File: config.mk
export PLATFORM = sky130hd
export DESIGN_NAME = clook_disk_request_queue
export DESIGN_NICKNAME = d
export VERILOG_FILES = /design/src/sv/clook_pkg.sv /design/src/sv/clook_cell.sv /design/src/sv/clook_disk_request_queue.sv
export SDC_FILE = /design/constraint.sdc
export NUM_CORES = 1
export LEC_CHECK = 0
export BUFFER_PORTS_ARGS = -buffer_cell sky130_fd_sc_hd__buf_4
export CORE_MARGIN = 2
export CORE_UTILIZATION = 62
export CTS_CLUSTER_SIZE = 24
export DETAILED_ROUTE_END_ITERATION = 16
export GPL_TIMING_DRIVEN = 0
export PLACE_DENSITY = 0.79
export SETUP_SLACK_MARGIN = 0.4
export SKIP_CTS_REPAIR_TIMING = 1
export SLEW_MARGIN = 20
export SYNTH_ARGS = -nofsm -noshare
export SYNTH_HDL_FRONTEND = slang
export SYNTH_SLANG_ARGS = --single-unit
File: constraint.sdc
create_clock -name clk_i -period 6.6 [get_ports clk_i]
set_input_delay 1.32 -clock clk_i [delete_from_list [all_inputs] [get_ports clk_i]]
set_output_delay 1.32 -clock clk_i [all_outputs]
set_load 0.02 [all_outputs]
File: src/sv/clook_pkg.sv
`timescale 1ns / 1ps

package clook_pkg;

  localparam int unsigned DepthDefault = 16;
  localparam int unsigned TrackBits    = 10;
  localparam int unsigned TagBits      = 8;

  typedef enum logic {
    KIND_INSERT = 1'b0,
    KIND_REMOVE = 1'b1
  } kind_e;

  typedef enum logic [1:0] {
    STATUS_OK    = 2'd0,
    STATUS_EMPTY = 2'd1,
    STATUS_FULL  = 2'd2
  } status_e;

  typedef struct packed {
    kind_e                kind;
    logic [TrackBits-1:0] track;
    logic [TagBits-1:0]   request_tag;
  } req_t;

  typedef struct packed {
    logic                 out_valid;
    logic [TrackBits-1:0] out_track;
    logic [TagBits-1:0]   out_tag;
    status_e              status;
    logic                 is_empty;
    logic                 is_full;
  } res_t;

  typedef struct packed {
    logic [TrackBits-1:0] track;
    logic [TagBits-1:0]   tag;
  } entry_t;

  typedef struct packed {
    logic                 ins;
    logic                 rem;
    logic [TrackBits-1:0] ref_track;
    entry_t               new_entry;
  } cell_ctrl_t;

  // sweep order: tracks below the reference belong to the wrapped group
  function automatic logic key_after(logic [TrackBits-1:0] a, logic [TrackBits-1:0] b,
                                     logic [TrackBits-1:0] r);
    logic ga;
    logic gb;
    ga = (a < r);
    gb = (b < r);
    if (ga != gb) begin
      return ga;
    end
    return a > b;
  endfunction

endpackage

File: src/sv/clook_cell.sv
`timescale 1ns / 1ps

module clook_cell (
  input  logic                  clk_i,
  input  logic                  rst_ni,
  input  clook_pkg::cell_ctrl_t ctrl_i,
  input  logic                  occ_i,
  input  logic                  flag_left_i,
  input  clook_pkg::entry_t     left_i,
  input  clook_pkg::entry_t     right_i,
  output clook_pkg::entry_t     entry_o,
  output logic                  flag_o
);

  clook_pkg::entry_t entry_q;
  clook_pkg::entry_t entry_d;

  assign flag_o = occ_i &&
                  clook_pkg::key_after(entry_q.track, ctrl_i.new_entry.track, ctrl_i.ref_track);

  always_comb begin
    entry_d = entry_q;
    if (ctrl_i.ins) begin
      if (flag_left_i) begin
        entry_d = left_i;
      end else if (flag_o || !occ_i) begin
        entry_d = ctrl_i.new_entry;
      end
    end else if (ctrl_i.rem) begin
      entry_d = right_i;
    end
  end

  always_ff @(posedge clk_i or negedge rst_ni) begin
    if (!rst_ni) begin
      entry_q <= '0;
    end else begin
      entry_q <= entry_d;
    end
  end

  assign entry_o = entry_q;

endmodule

File: src/sv/clook_disk_request_queue.sv
`timescale 1ns / 1ps

// C-LOOK disk request queue.
// Request channel: req_i is taken on a rising edge with start high and busy low.
//   kind KIND_INSERT adds (track, request_tag) in sweep order; KIND_REMOVE pops
//   the front request. busy stays low, so one transaction can be taken per cycle.
// Result channel: res_o is shown for one cycle with done_o high, the cycle after
//   the transaction was taken (throughput 1 per cycle). The receiver
//   cannot stall; a result not taken in that cycle is gone.
// Storage is a row of DEPTH cells. Each cell compares its track with the new one
//   against the front track and, in the same cycle, keeps its entry, takes its
//   left neighbour's, its right neighbour's or the new request.
// A removal on an empty queue reports STATUS_EMPTY, an insert on a full queue
//   STATUS_FULL; neither changes the queue.
// Reset empties the queue at once; no clearing pass is needed since cells past
//   the fill count are never read.

module clook_disk_request_queue #(
  parameter int unsigned DEPTH = clook_pkg::DepthDefault
) (
  input  logic            clk_i,
  input  logic            rst_ni,
  input  logic            start,
  output logic            busy,
  input  clook_pkg::req_t req_i,
  output logic            done_o,
  output clook_pkg::res_t res_o
);

  localparam int unsigned CntW = $clog2(DEPTH + 1);

  logic [CntW-1:0]       count_q;
  logic [CntW-1:0]       count_d;
  logic                  done_q;
  clook_pkg::res_t       res_q;
  clook_pkg::res_t       res_d;
  clook_pkg::cell_ctrl_t ctrl;
  clook_pkg::entry_t     entry [DEPTH];
  logic                  flag  [DEPTH];
  logic                  accept;
  logic                  full;
  logic                  empty;

  assign busy   = 1'b0;
  assign accept = start && !busy;
  assign full   = (count_q == CntW'(DEPTH));
  assign empty  = (count_q == '0);

  assign ctrl.ins       = accept && (req_i.kind == clook_pkg::KIND_INSERT) && !full;
  assign ctrl.rem       = accept && (req_i.kind == clook_pkg::KIND_REMOVE) && !empty;
  assign ctrl.ref_track = entry[0].track;
  assign ctrl.new_entry = '{track: req_i.track, tag: req_i.request_tag};

  for (genvar i = 0; i < DEPTH; i++) begin : g_cell
    logic              occ;
    logic              flag_left;
    clook_pkg::entry_t left;
    clook_pkg::entry_t right;

    assign occ = (CntW'(i) < count_q);

    if (i == 0) begin : g_first
      assign flag_left = 1'b0;
      assign left      = ctrl.new_entry;
    end else begin : g_mid
      assign flag_left = flag[i-1];
      assign left      = entry[i-1];
    end

    if (i == DEPTH - 1) begin : g_last
      assign right = entry[i];
    end else begin : g_inner
      assign right = entry[i+1];
    end

    clook_cell u_cell (
      .clk_i       (clk_i),
      .rst_ni      (rst_ni),
      .ctrl_i      (ctrl),
      .occ_i       (occ),
      .flag_left_i (flag_left),
      .left_i      (left),
      .right_i     (right),
      .entry_o     (entry[i]),
      .flag_o      (flag[i])
    );
  end

  always_comb begin
    count_d = count_q;
    if (ctrl.ins) begin
      count_d = count_q + CntW'(1);
    end else if (ctrl.rem) begin
      count_d = count_q - CntW'(1);
    end
  end

  always_comb begin
    res_d.out_valid = ctrl.rem;
    res_d.out_track = ctrl.rem ? entry[0].track : '0;
    res_d.out_tag   = ctrl.rem ? entry[0].tag : '0;
    res_d.status    = clook_pkg::STATUS_OK;
    if (accept && (req_i.kind == clook_pkg::KIND_REMOVE) && empty) begin
      res_d.status = clook_pkg::STATUS_EMPTY;
    end else if (accept && (req_i.kind == clook_pkg::KIND_INSERT) && full) begin
      res_d.status = clook_pkg::STATUS_FULL;
    end
    res_d.is_empty  = (count_d == '0);
    res_d.is_full   = (count_d == CntW'(DEPTH));
  end

  always_ff @(posedge clk_i or negedge rst_ni) begin
    if (!rst_ni) begin
      count_q <= '0;
      done_q  <= 1'b0;
    end else begin
      count_q <= count_d;
      done_q  <= accept;
    end
  end

  always_ff @(posedge clk_i) begin
    if (accept) begin
      res_q <= res_d;
    end
  end

  assign done_o = done_q;
  assign res_o  = res_q;

`ifndef SYNTHESIS
  a_done_follows: assert property (@(posedge clk_i) disable iff (!rst_ni)
    (start && !busy) |=> done_o)
    else $error("result strobe missing after transaction");

  a_no_stray_done: assert property (@(posedge clk_i) disable iff (!rst_ni)
    !(start && !busy) |=> !done_o)
    else $error("result strobe without transaction");

  a_count_bound: assert property (@(posedge clk_i) disable iff (!rst_ni)
    count_q <= CntW'(DEPTH))
    else $error("fill count beyond depth");

  a_valid_ok: assert property (@(posedge clk_i) disable iff (!rst_ni)
    (done_o && res_o.out_valid) |-> (res_o.status == clook_pkg::STATUS_OK))
    else $error("removed request with error status");

  a_count_step: assert property (@(posedge clk_i) disable iff (!rst_ni)
    !(start && !busy) |=> $stable(count_q))
    else $error("fill count moved without transaction");
`endif

endmodule

### Yosys cells after proc, flatten, opt, wreduce, memory -nomap -nowiden

Cells that the tools add are included.

* reduce and logical (&&, ||, !) cells: 76
* bitwise gates (word level): 1
* equal/unequal tests: 33
* mux-type cells: 112
* $add $sub $neg: 2
* $lt $le $gt $ge: 49

Operators with widths (count)
* 18-bit two-way mux: 61
* 10-bit less-than comparator: 17
* 10-bit greater-than comparator: 16
* 1-bit two-way mux: 48
* 3-bit by 1-bit != test with 1-bit output, second input constant: 14
* 4-bit by 5-bit less-than comparator with 1-bit output, first input constant: 8
* 2-bit AND reduction: 16
* 1-bit logical AND: 22
* 3-bit by 5-bit less-than comparator with 1-bit output, first input constant: 4
* 1-bit zero test: 18
* 1-bit logical OR: 16
* 1-bit != test: 16
* 5-bit equality test, second input constant: 2
* 5-bit zero test: 2
* 1-bit by 5-bit less-than comparator with 1-bit output, first input constant: 2
* 2-bit by 5-bit less-than comparator with 1-bit output, first input constant: 2
* 5-bit two-way mux: 2
* 5-bit by 1-bit adder with 5-bit output, second input constant: 1
* 5-bit by 1-bit subtractor with 5-bit output, second input constant: 1
* 2-bit nonzero test: 2
* 2-bit two-way mux: 1
* 2-bit by 1-bit != test with 1-bit output, second input constant: 1
* 1-bit inverter: 1

* output and inout port bits: 25
* logic and storage cells: 313
* register bits after elaboration: 317

### Depth between registers and ports, before layout

Gate-level depths: netlist of the first run.

* depth after elaboration: 9
* depth in mapped cells: 14
* mapped depth without buffers: 10

### Hierarchy

A second synthesis of the first run with hierarchy kept.

* cell total of the unflattened synthesis: 3887
* area, all modules: 35426.5 µm²

Modules (own cells, without submodules)
* clook_cell: cells an instance 235, area an instance 2119.5 µm², instances 16, sequential area each 450.4 µm²
* clook_disk_request_queue: cells an instance 127, area an instance 1514.0 µm², instances 1, sequential area each 840.8 µm²

### Worst setup path after synthesis of the first run

Ideal clock, no wire load.

* kind: input to register
* from: in req_i[15] (netlist name)
* to: reg g_cell[12].u_cell.entry_q, in the netlist g_cell[12].u_cell.entry_o[0]
* setup slack: 2.303 ns
* cell stages on the path: 12
* setup time: 0.095 ns
* data arrival time: 4.201 ns
* buffers on the path: 2
* cell sequence: clkinv_1 > ha_1 > nand4_1 > nor3_1 > a21oi_1 > a31o_2 > maj3_1 > o211a_1 > or2_2 > buf_2 > buf_6 > o31ai_1

* word-level cells in the longest chain between the ends: 8

RTL lines
* start: declaration: RTL line clook_disk_request_queue.sv:25 `input clook_pkg::req_t req_i,`
* 10-bit less-than comparator: RTL line clook_pkg.sv:53 `gb = (b < r);`
* 1-bit != test: RTL line clook_pkg.sv:54 `if (ga != gb) begin`
* 1-bit two-way mux: RTL line clook_pkg.sv:54
* 1-bit two-way mux: RTL line clook_pkg.sv:57 `return a > b;`
* 1-bit logical AND: RTL line clook_cell.sv:18 `assign flag_o = occ_i &&`
* 1-bit logical OR: RTL line clook_cell.sv:26 `end else if (flag_o || !occ_i) begin`
* 3-bit by 1-bit != test with 1-bit output (no line)
* 2-bit AND reduction (no line)
* end signal: assignment: RTL line clook_cell.sv:38 `entry_q <= entry_d;`
* end: declaration: RTL line clook_cell.sv:15 `clook_pkg::entry_t entry_q;`

Parallel ways exist; a longest one is shown, timed or not.
A chain may end at the register's enable or synchronous reset.

### Worst setup path in the final report of the first run

* from: in req_i[17] (netlist name)
* to: reg g_cell[13].u_cell.entry_q, in the netlist g_cell[13].u_cell.entry_o[12]

* word-level cells in the longest chain between the ends: 8

RTL lines (RTL line)
* 10-bit less-than comparator: clook_pkg.sv:53
* 1-bit != test: clook_pkg.sv:54
* 1-bit two-way mux: clook_pkg.sv:54
* 1-bit two-way mux: clook_pkg.sv:57
* 1-bit logical AND: clook_cell.sv:18
* 1-bit logical OR: clook_cell.sv:26
* 3-bit by 1-bit != test with 1-bit output (no line)
* 2-bit AND reduction (no line)
* end signal: assignment: clook_cell.sv:38
* end: declaration: clook_cell.sv:15

Parallel ways exist; a longest one is shown, timed or not.

==> results of run 1 <==
==> worst reg2reg max path, stage by stage (launching register included) <==
cell and delay [ns]:
dfrtp_1 0.38, inv_2 0.61, ha_1 0.41, and4_1 0.27, nand2_1 0.08, a21oi_1 0.08, a211o_1 0.49, buf_6 0.31
a2bb2oi_1 0.36, nor2_1 0.19, buf_2 0.26, o31ai_2 0.76, buf_2 0.39, a32o_1 0.18
==> through the flow <==
stage	cells	power [W]	util (%)	cell area [um^2]	setup slack, ns
after CTS	3392	0.0137	69.0	26600	1.75
after floorplan	2758	0.00893	-	24200	2.30
after global placement	3321	0.0111	65.2	25100	0.548
final	3396	0.0141	69.0	26600	1.46
after detailed placement	3325	0.0115	65.6	25300	1.24
after global routing	3392	0.0149	69.0	26600	1.42
==> cells in the mapped netlist, types with 19 or more instances <==
cell,n,area [um^2]
ha_1,297,3720
a211oi_1,61,458
edfxtp_1,23,691
o21ai_0,281,1410
o2bb2ai_1,19,166
a21o_1,33,248
nand4_1,20,125
clkbuf_1,131,492
nor2_1,418,1570
buf_2,35,175
o31ai_1,178,1340
and2_1,25,156
a31oi_1,44,275
nand2b_1,24,150
inv_1,43,161
mux2_2,97,1090
a21oi_1,190,951
dfrtp_1,294,7360
a32o_1,39,390
nand2_1,204,766
and3_1,27,169
mux2i_1,37,370
==> power by group <==
part	internal [W]	total [W]	switching [W]
Combinational	0.00296	0.00767	0.00471
Clock	0.00136	0.00225	0.000895
Sequential	0.00283	0.00419	0.00136
==> logic make-up after synthesis <==
logic type                 synth area share (%)
other                                    0.0155
and+or+nand+nor                            13.9
AOI/OAI and AO/OA                          26.2
buffers and inverters                      4.17
xor gates and xnor gates                  0.109
adders and majority gates                  16.1
muxes                                      6.10
DFF                                        33.3
==> sequential cells by signal, indices dropped and copies added (netlist names) <==
name	flops
res_o	23
g_cell.u_cell.entry_o	288
count_q	5
done_o	1
==> per-layer routing <==
metal  GRT usage, %  routed length [um]  up-vias
li1               -                   -    10500
met1           61.6               36800    11700
met2           68.3               39700     1698
met3           13.2               12900      421
met4           30.0                6970        8
met5              0                  52        -
==> cell type report <==
cell class,instances,area (um^2),area share [%]
Inverter,52,206,0.776
Clock inverter,12,170,0.640
Sequential cell,317,8050,30.2
Clock buffer,55,1140,4.28
Antenna cell,4,10.0,0.0376
Buffer,187,816,3.07
Multi-Input combinational cell,2202,15100,56.9
Tap cell,518,648,2.44
Timing Repair Buffer,49,439,1.65
==> how the worst max path moves through the flow <==
stage | startpoint | endpoint | cells after the start
finish | req_i[17] | g_cell[13].u_cell.entry_o[12] | 12
global route | req_i[16] | g_cell[13].u_cell.entry_o[13] | 12
CTS | req_i[17] | g_cell[13].u_cell.entry_o[12] | 12
detailed placement | req_i[17] | g_cell[13].u_cell.entry_o[12] | 12
global placement | req_i[17] | g_cell[13].u_cell.entry_o[14] | 12
floorplan | req_i[15] | g_cell[12].u_cell.entry_o[0] | 12
==> impl_results.md, run 1 <==
* Status: complete, no violations
* Leak Pwr at 11.8 nW
* CP arrival at 5.62 ns
* CTS Sinks at 317
* Kind of critical path: in2reg
* Synthesis Warnings at 0
* Rows at 72
* Global-route wire length before repair at 143 mm
* Port bufs at 45
* DR vias/cell at 7.15
* CTS tree: built
* Starting density of the core at 62.7%
* Number of routed nets with antenna violations at 0
* Register-to-register setup slack at 1.77 ns
* Final setup viols at 0
* CP max-delay cell: o31ai_2
* R2R Path End: g_cell[13].u_cell.entry_o[12]
* Mapped Nets at 3077
* RSZ-0062 raised after global routing: false
* Number of flops mapped to enable cells by yosys at 23
* Root Buffer Master: clkbuf_16
* CP max stage delay at 0.76 ns
* Syn Area/Cell at 8.76 um^2
* Final-report max-slew violation count at 0
* Synth Cell Area at 24200 um^2
* H-tree levels at 2
* DRC Markers at 0
* Clock Skew at 0.0224 ns
* Fmax at 195 MHz
* Ports at 47
* Slew margin rel. at 16.1%
* Cell variety after synth at 75
* Largest net degree at the start of global routing at 98
* Period utilization at 77.8%
* Layout area overhead at 10.1%
* Startpoint types: primary input
* Final hold vios at 0
* PD cells at 530 nW/um^2
* Crit path max fanout at 22
* GR Overflow Total at 0
* Max_cap viols at 0
* GRT Total Usage at 47.0%
* Register bit count reported by yosys at 317
* Die width at 201 um
* DP HPWL at 68.8 mm
* Die Area at 40600 um^2
* Cells after Synth at 2758
* Clock slew at reported path FFs at 0.06 ns
* First-pass DRT Iterations at 6
* Hold Path Class: reg2reg
* Delay-heaviest family, CP: compound AO/OA/AOI/OAI gates
* Beginning of the worst register-to-register path: g_cell[0].u_cell.entry_o[17]
* Launch point of the worst hold path: g_cell[0].u_cell.entry_o[2]
* Commonest non-fill, non-tap cell in the layout: nor2_1
* Setup tns final at 0 ns
* Drt wl/cell at 28.4 um
* DRT iter0 DRCs at 3200
* Die Y at 201 um
* Most used cell, CP: buf_2
* Post-Route WL at 96.3 mm
* R2R depth at 13
* Worst-Skew Late Latency at 0.58 ns
* Hold Path Stages at 2
* Min Tclk post-route at 5.14 ns
* Core Box Area at 38600 um^2
* Initial antenna violation count at 3
* Min-Delay Endpoint: g_cell[0].u_cell.entry_o[2]
* CP Capture Type: flop
* Dominant synthesized flop cell: dfrtp_1
* Net total in the final layout at 3165
* Fillers at 3205
* VDD IR max at 0.000285 V
* Total CTS buffers at 37
* RD Place Congestion at 1.02
* Critical path, cell by cell: buf_4, clkinv_2, ha_1, nand4_1, nor3_1, a32oi_1, a2bb2oi_1, nor2_1, buf_2, o31ai_2, buf_2, a32o_1
* Vias in the first global route at 23300
* Data required, critical path at 7.09 ns
* Routed via count at 24300
* Worst-Margin Slew at 1.26 ns
* Min Hold Slack at 0.475 ns
* Clock buffer depth at 3
* Seq/Total Area, Yosys at 33.3%
* Most frequent cells in the layout: nor2_1 (410), ha_1 (297), dfrtp_1 (294)
* CP bufs+invs at 4
* Post-synth ARST share at 92.7%
* Share of cells above drive strength 1 at 10.8%
(Power assumes the default switching activity.)
==> run 2: changes to the inputs <==
--- a/config.mk
+++ b/config.mk
@@ -5,6 +5,7 @@
 export SDC_FILE = /design/constraint.sdc
 export NUM_CORES = 1
 export LEC_CHECK = 0
+export ABC_AREA = 1
 export BUFFER_PORTS_ARGS = -buffer_cell sky130_fd_sc_hd__buf_4
 export CORE_MARGIN = 2
 export CORE_UTILIZATION = 62
==> constraint.sdc (replaced) <==
create_clock -name clk_i -period 4.8 [get_ports clk_i]
set_input_delay 0.96 -clock clk_i [delete_from_list [all_inputs] [get_ports clk_i]]
set_output_delay 0.96 -clock clk_i [all_outputs]
set_load 0.02 [all_outputs]
==> run 2 against run 1 <==
Worst setup slack worse by 0.66 ns. Register-to-register slack lost 0.88 ns. Clock skew shrank 0.0078 ns. Worst hold slack got worse by 0.23 ns. Critical path depth grew 7. Clock-buffer cell count is 3 lower. Global-route usage fell by 4.7 points. Synthesized cell count is 55% higher. Core utilization up 0.15 points. Largest power group unchanged. Total power up 54%. Sequential share of layout area fell by 3.3 points. Via count increased by 16%.
==> impl_results.md, run 2 <==
* Area leader, netlist: nand2_1
* Startpoint types: primary input
* Number of flip-flops under the largest register name at 288
* Vias in the first global route at 25800
* Power after layout at 0.0217 W
* Seq/Total Area, Yosys at 29.7%
* Number of routed nets with antenna violations at 0
* Area contributors post-synth: nand2_1 (28%), dfrtp_1 (27%), ha_1 (14%), nand3_1 (9.7%), inv_1 (6.4%)
* Rows at 76
* H-tree levels at 2
* Root Buffer Master: clkbuf_16
* Clock buffer depth at 3
* Top-count cell post-synth: nand2_1
* CP Capture Type: flop
* Worst-Margin Slew at 1.29 ns
* CTS tree: built
* Data required, critical path at 5.28 ns
* PD cells at 726 nW/um^2
* Synth top cells by count: nand2_1 (2035), nand3_1 (528), inv_1 (465)
* Status: complete, no violations
* First-pass DRT Iterations at 9
* Share of cells above drive strength 1 at 7.10%
* GR Overflow Total at 0
* Commonest non-fill, non-tap cell in the layout: nand2_1
* GRT Total Usage at 42.2%
* Post-Route WL at 94.6 mm
* Die Y at 213 um
* VDD IR max at 0.000426 V
* Min Tclk post-route at 3.99 ns
* Net total in the final layout at 4697
* Pre-CTS setup slack at 0.384 ns
* Cell variety after synth at 35
* Routed via count at 28100
* Slew margin rel. at 14.1%
* DP HPWL at 68.0 mm
* Final hold vios at 0
* CP max-delay cell: clkbuf_2
* Dominant synthesized flop cell: dfrtp_1
* Clock slew at reported path FFs at 0.06 ns
* DR vias/cell at 5.63
* Post-synth ARST share at 92.7%
* Layout area overhead at 10.0%
* Initial antenna violation count at 0
* Mapped Nets at 4599
* Max_cap viols at 0
* Kind of critical path: in2reg
* Largest net degree at the start of global routing at 93
* Drt wl/cell at 19.0 um
* DRC Markers at 0
* Critical path, cell by cell: buf_4, inv_1, clkbuf_2, buf_16, ha_1, nand2_1, nor2_1, inv_1, a21oi_1, nor2_1, nor2_1, nand2_1, nand2_1, nand2_1, a21oi_4, inv_2, buf_4, nand2_1, nand2_1
* Register bit count reported by yosys at 317
* CP max stage delay at 0.55 ns
* RD Place Congestion at 0.968
* Worst-Skew Late Latency at 0.59 ns
* Die Area at 45500 um^2
* Fmax at 251 MHz
* Leak Pwr at 17.2 nW
* CP arrival at 4.47 ns
* Synth top area share at 28.2%
* PnR worst setup slack at 0.809 ns
* Number of flops mapped to enable cells by yosys at 23
* DRT iter0 DRCs at 3031
* Crit path max fanout at 14
* Cells after Synth at 4280
* Crit path launch: req_i[17]
* Ports at 47
* Hold Path Class: in2async
* Final setup viols at 0
* Beginning of the worst register-to-register path: g_cell[0].u_cell.entry_o[13]
* Synth Cell Area at 27100 um^2
* Most frequent cells in the layout: nand2_1 (2035), nand3_1 (528), inv_1 (456)
* Period utilization at 83.1%
* Final-report max-slew violation count at 0
* Core Box Area at 43200 um^2
* Syn Area/Cell at 6.34 um^2
* Die width at 213 um
* Clock Skew at 0.0146 ns
* Starting density of the core at 62.8%
* Global-route wire length before repair at 145 mm
* Most used cell, CP: nand2_1
* CTS Sinks at 317
* Total CTS buffers at 39
* RSZ-0062 raised after global routing: false
* Port bufs at 45
* Synthesis Warnings at 0
run 2: worst max-delay path, delay by kind of cell:
kind                       cells  cell delay (ns)
AOI/OAI and AO/OA              2             0.54
and+or+nand+nor                9             0.96
adders and majority gates      1             0.17
buffers and inverters          7             1.78
run 2: worst paths after layout:
path                                                 to  slack (ns)  cells past startpoint
hold reg to reg             g_cell[2].u_cell.entry_o[8]        0.48                      2
setup reg to reg           g_cell[14].u_cell.entry_o[1]        0.89                     20
max in group asynchronous   g_cell[9].u_cell.entry_o[6]        3.32                      3
hold / removal             g_cell[0].u_cell.entry_o[15]        0.24                      1
setup / recovery            g_cell[5].u_cell.entry_o[2]        0.81                     19
min in group clk_i          g_cell[2].u_cell.entry_o[8]        0.48                      2
run 2: cells by family after synthesis:
logic type,after synthesis,synth area share (%)
AND/OR/NAND/NOR,2783,41.5
AO/OA/AOI/OAI,205,4.62
adder cells (fa/ha/maj),297,13.7
flip-flops,317,29.7
other,1,0.0138
XOR/XNOR,3,0.0969
buffers and inverters,674,10.4
run 2: power by group:
part | switching (W) | total, W | internal, W
clock network | 0.00128 | 0.00313 | 0.00185
logic | 0.00883 | 0.0133 | 0.00442
registers | 0.00145 | 0.00528 | 0.00383
total | 0.0116 | 0.0217 | 0.0101
run 2: stage by stage:
step | std cells | util, % | area (um^2) | hold WS (ns) | TNS [ns]
global placement | 4910 | 65.3 | 28200 | 0.461 | -115.43
global route | 4992 | 69.2 | 29900 | 0.253 | 0
floorplan | 4280 | - | 27100 | 0.449 | 0
CTS | 4992 | 69.2 | 29900 | 0.249 | 0
detailed placement | 4922 | 66.1 | 28500 | 0.466 | 0
finish | 4993 | 69.2 | 29900 | 0.241 | 0
run 2: layout make-up:
| type | count | area, um^2 |
|---|---|---|
| plain buffers | 190 | 1010 |
| well taps | 585 | 732 |
| clock inverters | 18 | 235 |
| multi-input cells | 3289 | 16300 |
| diodes | 1 | 2.50 |
| flip-flops and latches | 317 | 8050 |
| clock buffers | 52 | 1070 |
| repair buffers | 57 | 668 |
| inverters | 484 | 1840 |
| fillers | 3922 | 13300 |
run 2: routing by layer:
| metal | up-vias | track usage [%] | part of all wire, % |
|---|---|---|---|
| met2 | 1537 | 63.1 | 42 |
| met3 | 384 | 10.7 | 12 |
| met5 | - | 0 | 0 |
| met4 | 0 | 23.8 | 6.4 |
| met1 | 12600 | 55.8 | 40 |
| li1 | 13600 | - | - |
